$ cat src/tse_pkg.sv
package tse_pkg;

  localparam int CHAR_W = 16;
  localparam int WIDTH_W = 7;
  localparam int COL_W = 6;

  localparam logic [CHAR_W-1:0] TAB_CODE = 16'd9;
  localparam logic [WIDTH_W-1:0] TAB_WIDTH_RST = 7'd8;
  localparam logic [WIDTH_W-1:0] MAX_TAB_WIDTH = 7'd64;

  typedef enum logic [1:0] {
    ST_IDLE = 2'b01,
    ST_FILL = 2'b10
  } state_t;

  // controller -> datapath
  typedef struct packed {
    logic take;   // input request accepted, load its first result
    logic step;   // load next tab fill result
    logic cfg_wr; // tab width write
  } cmd_t;

  // datapath -> controller
  typedef struct packed {
    logic first_last; // accepted request yields a single result
    logic rem_last;   // next fill result is the last one
  } status_t;

endpackage

$ cat src/tse_if.sv
interface tse_in_if;
  import tse_pkg::*;
  logic              valid;
  logic              ready;
  logic [CHAR_W-1:0] char_in;
  logic              line_end_in;

  modport source(output valid, char_in, line_end_in, input ready);
  modport sink(input valid, char_in, line_end_in, output ready);
endinterface

interface tse_out_if;
  import tse_pkg::*;
  logic              valid;
  logic              ready;
  logic [CHAR_W-1:0] char_out;
  logic              run_last;
  logic              line_end_out;
  logic              line_had_tab;

  modport source(output valid, char_out, run_last, line_end_out, line_had_tab,
                 input ready);
  modport sink(input valid, char_out, run_last, line_end_out, line_had_tab,
               output ready);
endinterface

interface tse_cfg_if;
  import tse_pkg::*;
  logic               valid;
  logic               ready;
  logic [WIDTH_W-1:0] tab_width;

  modport source(output valid, tab_width, input ready);
  modport sink(input valid, tab_width, output ready);
endinterface

$ cat src/tse_ctrl.sv
module tse_ctrl
  import tse_pkg::*;
(
  input  logic    clk,
  input  logic    rst_n,
  input  logic    in_valid,
  output logic    in_ready,
  output logic    out_valid,
  input  logic    out_ready,
  input  logic    cfg_valid,
  output logic    cfg_ready,
  input  status_t status,
  output cmd_t    cmd
);

  state_t state_r, state_nxt;
  logic   out_valid_r, out_valid_nxt;
  logic   out_free;

  assign out_free  = !out_valid_r || out_ready;
  assign out_valid = out_valid_r;
  assign cfg_ready = 1'b1;

  always_comb begin
    state_nxt  = state_r;
    in_ready   = 1'b0;
    cmd.take   = 1'b0;
    cmd.step   = 1'b0;
    cmd.cfg_wr = cfg_valid;
    case (state_r)
      ST_IDLE: begin
        in_ready = out_free;
        if (in_valid && out_free) begin
          cmd.take = 1'b1;
          if (!status.first_last) begin
            state_nxt = ST_FILL;
          end
        end
      end
      ST_FILL: begin
        if (out_free) begin
          cmd.step = 1'b1;
          if (status.rem_last) begin
            state_nxt = ST_IDLE;
          end
        end
      end
      default: begin
        state_nxt = ST_IDLE;
      end
    endcase
  end

  always_comb begin
    if (cmd.take || cmd.step) begin
      out_valid_nxt = 1'b1;
    end else if (out_ready) begin
      out_valid_nxt = 1'b0;
    end else begin
      out_valid_nxt = out_valid_r;
    end
  end

  always_ff @(posedge clk) begin
    if (!rst_n) begin
      state_r     <= ST_IDLE;
      out_valid_r <= 1'b0;
    end else begin
      state_r     <= state_nxt;
      out_valid_r <= out_valid_nxt;
    end
  end

endmodule

$ cat src/tse_datapath.sv
module tse_datapath
  import tse_pkg::*;
(
  input  logic               clk,
  input  logic               rst_n,
  input  cmd_t               cmd,
  output status_t            status,
  input  logic [CHAR_W-1:0]  char_in,
  input  logic               line_end_in,
  input  logic [WIDTH_W-1:0] cfg_tab_width,
  output logic [CHAR_W-1:0]  char_out,
  output logic               run_last,
  output logic               line_end_out,
  output logic               line_had_tab
);

  logic [WIDTH_W-1:0] width_r;
  logic [COL_W-1:0]   col_r, col_nxt;
  logic               seen_r, seen_nxt;
  logic [WIDTH_W-1:0] rem_r;
  logic               lend_r;
  logic [CHAR_W-1:0]  char_r;
  logic               last_r, lend_out_r, had_r;

  logic [WIDTH_W-1:0] w_eff, col_eff, fill, col_inc;
  logic               in_tab;

  always_comb begin
    if (width_r == '0) begin
      w_eff = WIDTH_W'(1);
    end else if (width_r > MAX_TAB_WIDTH) begin
      w_eff = MAX_TAB_WIDTH;
    end else begin
      w_eff = width_r;
    end
    // position past a lowered width restarts the stop
    col_eff = ({1'b0, col_r} >= w_eff) ? '0 : {1'b0, col_r};
    fill    = w_eff - col_eff;
    col_inc = col_eff + WIDTH_W'(1);
    in_tab  = (char_in == TAB_CODE);
  end

  assign status.first_last = !in_tab || (fill == WIDTH_W'(1));
  assign status.rem_last   = (rem_r == WIDTH_W'(1));

  always_comb begin
    col_nxt  = col_r;
    seen_nxt = seen_r;
    if (cmd.take) begin
      if (line_end_in) begin
        col_nxt  = '0;
        seen_nxt = 1'b0;
      end else if (in_tab) begin
        col_nxt  = '0;
        seen_nxt = 1'b1;
      end else begin
        col_nxt = (col_inc >= w_eff) ? '0 : col_inc[COL_W-1:0];
      end
    end
  end

  always_ff @(posedge clk) begin
    if (!rst_n) begin
      width_r <= TAB_WIDTH_RST;
      col_r   <= '0;
      seen_r  <= 1'b0;
    end else begin
      if (cmd.cfg_wr) begin
        width_r <= cfg_tab_width;
      end
      col_r  <= col_nxt;
      seen_r <= seen_nxt;
    end
  end

  always_ff @(posedge clk) begin
    if (cmd.take) begin
      lend_r     <= line_end_in;
      rem_r      <= fill - WIDTH_W'(1);
      char_r     <= char_in;
      last_r     <= status.first_last;
      lend_out_r <= line_end_in && status.first_last;
      had_r      <= line_end_in && status.first_last && (in_tab || seen_r);
    end else if (cmd.step) begin
      rem_r      <= rem_r - WIDTH_W'(1);
      char_r     <= TAB_CODE;
      last_r     <= status.rem_last;
      lend_out_r <= lend_r && status.rem_last;
      had_r      <= lend_r && status.rem_last;
    end
  end

  assign char_out     = char_r;
  assign run_last     = last_r;
  assign line_end_out = lend_out_r;
  assign line_had_tab = had_r;

endmodule

$ cat src/tab_stop_expander_top.sv
// Tab stop expander.
// in_ch  : one request per character (char_in, line_end_in on the last one).
// out_ch : results; an ordinary character gives one result, a tab gives
//          tab fill results (code 9) up to the next multiple of tab_width.
//          run_last marks the last result of a request; line_end_out and
//          line_had_tab come on the final result of the line.
// cfg_ch : writes tab_width (0 acts as 1, above 64 acts as 64); write it
//          only while no request is in flight. Always ready.
// The first result is registered and appears in the cycle after acceptance.
// Output: an ordinary character gives one result; a tab gives tab_width -
//   column fill results (1..64), which the fill counter loads into the single
//   output register each cycle while the sink keeps up; in_ch waits meanwhile.
// While a finished result waits, the next request is still taken if the
//   sink takes the pending one in the same cycle.
// Reset (rst_n low, synchronous): tab_width = 8, column and tab flag
//   cleared, no result pending.
// Sink stall: out_ch holds its result, the fill sequence pauses and
//   in_ch.ready stays low.
module tab_stop_expander_top
  import tse_pkg::*;
(
  input logic      clk,
  input logic      rst_n,
  tse_in_if.sink   in_ch,
  tse_out_if.source out_ch,
  tse_cfg_if.sink  cfg_ch
);

  cmd_t    cmd;
  status_t status;

  // control: handshakes, fill sequencing, output valid
  tse_ctrl u_ctrl (
    .clk       (clk),
    .rst_n     (rst_n),
    .in_valid  (in_ch.valid),
    .in_ready  (in_ch.ready),
    .out_valid (out_ch.valid),
    .out_ready (out_ch.ready),
    .cfg_valid (cfg_ch.valid),
    .cfg_ready (cfg_ch.ready),
    .status    (status),
    .cmd       (cmd)
  );

  // datapath: width register, column counter, fill counter, result register
  tse_datapath u_dp (
    .clk           (clk),
    .rst_n         (rst_n),
    .cmd           (cmd),
    .status        (status),
    .char_in       (in_ch.char_in),
    .line_end_in   (in_ch.line_end_in),
    .cfg_tab_width (cfg_ch.tab_width),
    .char_out      (out_ch.char_out),
    .run_last      (out_ch.run_last),
    .line_end_out  (out_ch.line_end_out),
    .line_had_tab  (out_ch.line_had_tab)
  );

endmodule

$ cat src/flat_wrapper.sv
// flat-port wrapper written by rule: the top's interface ports become plain ports
module tab_stop_expander_top_flat import tse_pkg::*;
  (clk, rst_n, in_ch_valid, in_ch_char_in, in_ch_line_end_in, in_ch_ready, out_ch_valid, out_ch_char_out, out_ch_run_last, out_ch_line_end_out, out_ch_line_had_tab, out_ch_ready, cfg_ch_valid, cfg_ch_tab_width, cfg_ch_ready);
  tse_in_if in_ch_i ();
  tse_out_if out_ch_i ();
  tse_cfg_if cfg_ch_i ();
  input logic clk;
  input logic rst_n;
  input wire logic [$bits(in_ch_i.valid)-1:0] in_ch_valid;
  input wire logic [$bits(in_ch_i.char_in)-1:0] in_ch_char_in;
  input wire logic [$bits(in_ch_i.line_end_in)-1:0] in_ch_line_end_in;
  output wire logic [$bits(in_ch_i.ready)-1:0] in_ch_ready;
  output wire logic [$bits(out_ch_i.valid)-1:0] out_ch_valid;
  output wire logic [$bits(out_ch_i.char_out)-1:0] out_ch_char_out;
  output wire logic [$bits(out_ch_i.run_last)-1:0] out_ch_run_last;
  output wire logic [$bits(out_ch_i.line_end_out)-1:0] out_ch_line_end_out;
  output wire logic [$bits(out_ch_i.line_had_tab)-1:0] out_ch_line_had_tab;
  input wire logic [$bits(out_ch_i.ready)-1:0] out_ch_ready;
  input wire logic [$bits(cfg_ch_i.valid)-1:0] cfg_ch_valid;
  input wire logic [$bits(cfg_ch_i.tab_width)-1:0] cfg_ch_tab_width;
  output wire logic [$bits(cfg_ch_i.ready)-1:0] cfg_ch_ready;
  assign in_ch_i.valid = in_ch_valid;
  assign in_ch_i.char_in = in_ch_char_in;
  assign in_ch_i.line_end_in = in_ch_line_end_in;
  assign in_ch_ready = in_ch_i.ready;
  assign out_ch_valid = out_ch_i.valid;
  assign out_ch_char_out = out_ch_i.char_out;
  assign out_ch_run_last = out_ch_i.run_last;
  assign out_ch_line_end_out = out_ch_i.line_end_out;
  assign out_ch_line_had_tab = out_ch_i.line_had_tab;
  assign out_ch_i.ready = out_ch_ready;
  assign cfg_ch_i.valid = cfg_ch_valid;
  assign cfg_ch_i.tab_width = cfg_ch_tab_width;
  assign cfg_ch_ready = cfg_ch_i.ready;
  tab_stop_expander_top u_core (.clk(clk), .rst_n(rst_n), .in_ch(in_ch_i), .out_ch(out_ch_i), .cfg_ch(cfg_ch_i));
endmodule
$ cat config.mk
export PLATFORM = sky130hd
export DESIGN_NAME = tab_stop_expander_top_flat
export DESIGN_NICKNAME = d
export VERILOG_FILES = /design/src/tse_pkg.sv /design/src/tse_if.sv /design/src/tse_ctrl.sv /design/src/tse_datapath.sv /design/src/tab_stop_expander_top.sv /design/src/flat_wrapper.sv
export SDC_FILE = /design/constraint.sdc
export NUM_CORES = 1
export LEC_CHECK = 0
export ABC_AREA = 1
export ABC_CLOCK_PERIOD_IN_PS = 5000
export BUFFER_PORTS_ARGS = -buffer_cell sky130_fd_sc_hd__buf_4
export CAP_MARGIN = 10
export CORE_MARGIN = 2
export CORE_UTILIZATION = 45
export CTS_BUF_LIST = sky130_fd_sc_hd__clkbuf_4 sky130_fd_sc_hd__clkbuf_8 sky130_fd_sc_hd__clkbuf_16
export DETAILED_ROUTE_END_ITERATION = 10
export PLACE_DENSITY = 0.67
export SLEW_MARGIN = 20
export SYNTH_ARGS = -nofsm -noshare
export SYNTH_HDL_FRONTEND = slang
export SYNTH_SLANG_ARGS = --single-unit
$ cat constraint.sdc
create_clock -name clk -period 5 [get_ports clk]
set_input_delay 0.75 -clock clk [delete_from_list [all_inputs] [get_ports clk]]
set_output_delay 0.75 -clock clk [all_outputs]
set_load 0.1 [all_outputs]
==> reports/metrics.yaml, run 1 <==
dp_hpwl_mm: 4.52
gp_congestion: 0.887
yosys_most_used_dff: "edfxtp_1"
dieArea_um2: 7010
dr.pass1.iters: 5
worstMarginPinSlew_ns: 0.698
status: "complete, no violations"
syn-cell-area_um2: 2860
drive_above_1_share_pct: 22.0
yosys-top-cells-area: "edfxtp_1 28%, dfxtp_1 12%, ha_1 10%"
setup.worst_path.end_class: "flop"
start_util_pct: 45.8
synth.largest_area_cell: "edfxtp_1"
dpl_cell_area_um2: 3300
synth_edf_count: 27
cts_resized: 0
timing.setup.tns_ns: 0
busiest_layer: "met2"
vdd_drop_max_mv: 0.138
overflow: 0
grt_use_met3_pct: 3.56
core_area_um2: 6240
grt_max_degree: 34
via_per_inst: 4.83
fp.dieW_um: 83.7
num_vias: 2347
num-fill-cells: 598
port_buffers: 49
synth_most_common_cell: "nand2_1"
fin_crit_sh_pct: 76.7
crit_family: "simple AND/OR/NAND/NOR gates"
skew_ns: 0.00398
drv_cap: 0
cp.arrival_ns: 3.87
synth.yosys.warnings: 0
use_met2_pct: 30.9
max_freq_mhz: 261
path_class: "reg -> reg"
die_y_um: 83.7
async_reset_ff_share_pct: 0
post_cts_buffers: 0
clk_pin_slew_ns: 0.08
start_kind: "flop"
clock_latency_ns: 0.29
routed_wl_mm: 5.75
final_area_um2: 3400
synth_top_area_share_pct: 28.3
netlist_instances: 357
syn_avg_cell_area_um2: 8.01
relSlewSlack_pct: 53.3
required_ns: 5.03
setup_violations: 0
wl_per_cell_um: 11.8
hold_violations: 0
syn2layout_area_growth_pct: 18.8
period_needed_ns: 3.84
cts_hold_buf: 0
met1_usage_pct: 20.1
drcViolationCount: 0
tritoncts: "done"
min_path_type: "reg -> reg"
max_stage_delay_ns: 0.40
ant_nets: 0
clockBufferDepth: 2
rows: 29
syn_nets: 411
grt_pass1_vias: 2299
slew_violations: 0
synth_seq_cells: 44
slowest_stage: "fa_1"
power.total_mw: 0.967
fin_util_pct: 54.5
yosys-top-cells-count: "73 x nand2_1, 68 x inv_1, 42 x nor2_1, 27 x edfxtp_1, 24 x ha_1"
path_buf_inv: 4
grt_antenna_before_repair: 0
synth_seq_area_share_pct: 40.2
cp_max_fo: 5
p_leak_nw: 1.68
cts_root_buf: "clkbuf_8"
numClockSinks: 44
ios: 51
numCtsBuffers: 5
h-tree-depth: 2
grt_pass1_wl_mm: 9.92
n_antenna_cell: 0
nets: 462
path_common_cell: "nand2_1"
synth.distinct_cells: 39
powerDensity_nw_per_um2: 285
grt_use_total_pct: 17.0
rsz0062_at_grt: "false"
drt_iter0_markers: 75
==> power by group <==
| part | internal [mW] | switching (mW) | total [mW] |
|---|---|---|---|
| registers | 0.416 | 0.0137 | 0.430 |
| logic | 0.0946 | 0.206 | 0.300 |
| clock network | 0.118 | 0.119 | 0.237 |
| total | 0.629 | 0.338 | 0.967 |
==> kinds of logic (layout without fill, tap and decap cells) <==
logic type	after synthesis	count (layout)	synth area share, %
AO/OA/AOI/OAI	32	32	6.47
XOR/XNOR	9	9	3.67
adder cells (fa/ha/maj)	25	25	11.2
buffers and inverters	77	129	10.9
flip-flops	44	44	40.2
multiplexers	1	1	0.350
other	1	1	0.131
AND/OR/NAND/NOR	168	168	27.0
==> metal layers <==
layer  routed length (um)  vias to the layer above
met1                 2550                     1053
met2                 2880                       54
met5                    0                        -
li1                     -                     1233
met3                  263                        7
met4                   59                        0
==> area by class of cell <==
cell class                      instances  area, um2  area share (%)
Clock buffer                            7       90.1            2.65
Clock inverter                          1       6.26           0.184
Multi-Input combinational cell        236       1410            41.5
Timing Repair Buffer                   50        375            11.0
Inverter                               71        269            7.92
Tap cell                               77       96.3            2.84
Sequential cell                        44       1150            33.9
==> per-stage QoR <==
stage               hold slack [ns]  setup WS (ns)  cells
floorplan                     0.453           1.35    357
global placement              0.482           1.39    478
detailed placement            0.487           1.23    478
CTS                           0.500           1.16    486
global route                  0.519          0.781    486
finish                        0.496           1.16    486
==> path summary, 6_finish.rpt <==
path,slack (ns),cells past startpoint,end,from
worst max register to register,1.16,25,u_core.u_dp.rem_r[6],u_core.u_dp.width_r[1]
worst max-delay path,1.16,25,u_core.u_dp.rem_r[6],u_core.u_dp.width_r[1]
worst min-delay path,0.50,2,u_core.u_dp.col_r[4],u_core.u_dp.col_r[4]
worst min register to register,0.50,2,u_core.u_dp.col_r[4],u_core.u_dp.col_r[4]
==> state kept, by name, indices dropped and copies added (netlist names) <==
register                  flops
u_core.u_dp.width_r           7
u_core.u_dp.col_r             6
u_core.u_dp.run_last          1
u_core.u_dp.line_end_out      1
u_core.u_dp.seen_r            1
u_core.u_dp.lend_r            1
u_core.u_ctrl.out_valid       1
u_core.u_ctrl.state_r         2
u_core.u_dp.line_had_tab      1
u_core.u_dp.rem_r             7
u_core.u_dp.char_out         16
==> worst register-to-register path: stages, from the launching register on <==
cell     delay, ns
dfxtp_1       0.33
nor4_1        0.27
nand2_1       0.10
nand2_1       0.12
o21ai_0       0.16
inv_1         0.11
ha_1          0.23
inv_1         0.05
nand2_1       0.04
nand2_1       0.06
nand2_1       0.06
nand3_2       0.10
nand2_2       0.11
nor2_1        0.26
ha_1          0.21
inv_1         0.06
fa_1          0.40
or2_2         0.31
nand2_1       0.13
inv_1         0.08
nand3_2       0.09
nor2_4        0.04
nand2_1       0.06
nand2_1       0.04
nand3_1       0.07
o21ai_0       0.10
==> cells in the final DEF, fill, tap and decap left out, drive strengths merged, types with 6 or more instances in the layout <==
| master | synthesis | layout |
|---|---|---|
| nor2 | 48 | 48 |
| nand3 | 23 | 23 |
| nand2 | 82 | 82 |
| a21oi | 13 | 13 |
| ha | 24 | 24 |
| edfxtp | 27 | 27 |
| nand4 | 6 | 6 |
| inv | 71 | 72 |
| dfxtp | 17 | 17 |
| clkbuf | 0 | 7 |
| buf | 6 | 50 |
| o21ai | 12 | 12 |
(Power assumes the default switching activity.)
==> inputs of run 2 (changes only) <==
--- a/config.mk
+++ b/config.mk
@@ -6,7 +6,7 @@
 export NUM_CORES = 1
 export LEC_CHECK = 0
 export ABC_AREA = 1
-export ABC_CLOCK_PERIOD_IN_PS = 5000
+export ABC_CLOCK_PERIOD_IN_PS = 3600
 export BUFFER_PORTS_ARGS = -buffer_cell sky130_fd_sc_hd__buf_4
 export CAP_MARGIN = 10
 export CORE_MARGIN = 2
==> constraint.sdc (replaced) <==
create_clock -name clk -period 3.6 [get_ports clk]
set_input_delay 0.54 -clock clk [delete_from_list [all_inputs] [get_ports clk]]
set_output_delay 0.54 -clock clk [all_outputs]
set_load 0.1 [all_outputs]
==> run 2 against run 1 <==
Compared with the run above: global-route usage fell by 0.34 points; design area grew 7.3%; clock power rose by 30%; clock skew increased by 0.0046 ns; cell count grew 2.5%.
==> reports/metrics.yaml, run 2 (same netlist as run 1, synthesis figures left out) <==
status: "complete, no violations"
dieArea_um2: 7010
start_kind: "flop"
dp_hpwl_mm: 4.48
port_buffers: 49
overflow: 0
grt_max_degree: 34
clk_pin_slew_ns: 0.08
largest_reg_flops: 16
via_per_inst: 4.81
cts_root_buf: "clkbuf_8"
vdd_drop_max_mv: 0.207
final_cells: 498
rows: 29
num-fill-cells: 597
dp_cells: 481
p_leak_nw: 1.76
dr.pass1.iters: 4
fin_util_pct: 58.4
slew_violations: 0
setup.worst_path.end_class: "flop"
ios: 51
most-common-layout-cells: "66 x inv_1, 62 x nand2_1, 60 x buf_4"
drcViolationCount: 0
hp-start: "cfg_ch_tab_width[3]"
crit_path_start: "u_core.u_dp.width_r[0]"
powerDensity_nw_per_um2: 375
max_freq_mhz: 289
gp_congestion: 0.873
grt_pass1_wl_mm: 9.60
hold-worst-slack_ns: 0.458
final_area_um2: 3640
skew_ns: 0.00858
drt_iter0_markers: 97
layout_commonest_cell: "inv_1"
numClockSinks: 44
drive_above_1_share_pct: 32.1
syn2layout_area_growth_pct: 27.4
period_needed_ns: 3.47
numCtsBuffers: 5
cp.arrival_ns: 3.51
cp_max_fo: 4
routed_wl_mm: 5.90
die_y_um: 83.7
grt_antenna_before_repair: 0
core_area_um2: 6240
r2r-start: "u_core.u_dp.width_r[0]"
wl_per_cell_um: 11.8
fp.dieW_um: 83.7
drv_cap: 0
start_util_pct: 45.8
fin_crit_sh_pct: 96.3
n_antenna_cell: 0
worstMarginPinSlew_ns: 0.654
tritoncts: "done"
rsz0062_at_grt: "true"
path_class: "reg -> reg"
min_path_type: "in -> reg"
setup_violations: 0
ant_nets: 0
nets: 474
dpl_cell_area_um2: 3320
grt_pass1_vias: 2265
required_ns: 3.65
cts_hold_buf: 0
h-tree-depth: 2
grt_use_total_pct: 16.6
num_vias: 2395
clockBufferDepth: 2
hold_violations: 0
clock_latency_ns: 0.29
relSlewSlack_pct: 56.3
## run 2: critical path: stages, from the launching register on
cell and delay, ns:
dfxtp_4 0.36, nor4_2 0.28, nand2_1 0.11, nand2_2 0.15, o21ai_2 0.09, inv_1 0.08
ha_1 0.22, inv_1 0.05, nand2_1 0.04, nand2_1 0.05, nand2_1 0.05, nand3_2 0.09
nand2_4 0.08, nor2_4 0.10, ha_2 0.18, inv_1 0.06, fa_2 0.36, nand3_2 0.09
nand2_4 0.07, xnor2_4 0.20, buf_4 0.14, nand3_1 0.08, xnor2_1 0.14, nand2_1 0.07
nand2_1 0.05
## run 2: worst paths after layout
| check | slack [ns] | cells after the start | end |
|---|---|---|---|
| worst max register to register | 0.13 | 24 | u_core.u_dp.rem_r[5] |
| worst max-delay path | 0.13 | 24 | u_core.u_dp.rem_r[5] |
| worst min-delay path | 0.46 | 3 | u_core.u_dp.width_r[3] |
| worst min register to register | 0.50 | 2 | u_core.u_dp.col_r[4] |
## run 2: routing by layer
layer / track usage, % / vias to the layer above / routed length, um
met5: 0 / - / 0
met4: 3.52 / 0 / 88
met3: 3.66 / 11 / 278
met2: 30.5 / 57 / 2990
met1: 19.9 / 1075 / 2540
li1: - / 1252 / -
## run 2: per-stage QoR
step	setup TNS [ns]	total power, mW	setup WS [ns]
after global routing	-1.63	1.45	-0.184
after detailed placement	-0.00635	1.03	-0.00635
after global placement	0	1.02	0.0941
final	0	1.37	0.135
after CTS	0	1.35	0.0132
after floorplan	0	0.933	0.163
## run 2: what timing repair did
| action | 4_1_cts | 5_1_grt |
|---|---|---|
| buffers inserted | 0 | 9 |
| endpoints found under the hold margin | 0 | 0 |
| gates resized for setup | 1 | 46 |
| cloned | 0 | 0 |
| pin swaps | 0 | 9 |
| endpoints found under the setup margin | 5 | 16 |
## run 2: final cells by class
type                       instances  area [um2]  share of cell area [%]
tap                               77        96.3                    2.64
clock buffer                       6        76.3                    2.09
inverter                          71         269                    7.38
sequential                        44        1160                    31.8
clock inverter                     2        11.3                   0.309
timing repair buffer              62         473                    13.0
multi-input combinational        236        1560                    42.8
## run 2: power by group
part	leakage, nW	switching (mW)	internal, mW	total (mW)
registers	0.406	0.0193	0.578	0.597
logic	1.31	0.302	0.161	0.463
clock network	0.0489	0.165	0.144	0.309
total	1.76	0.486	0.883	1.37
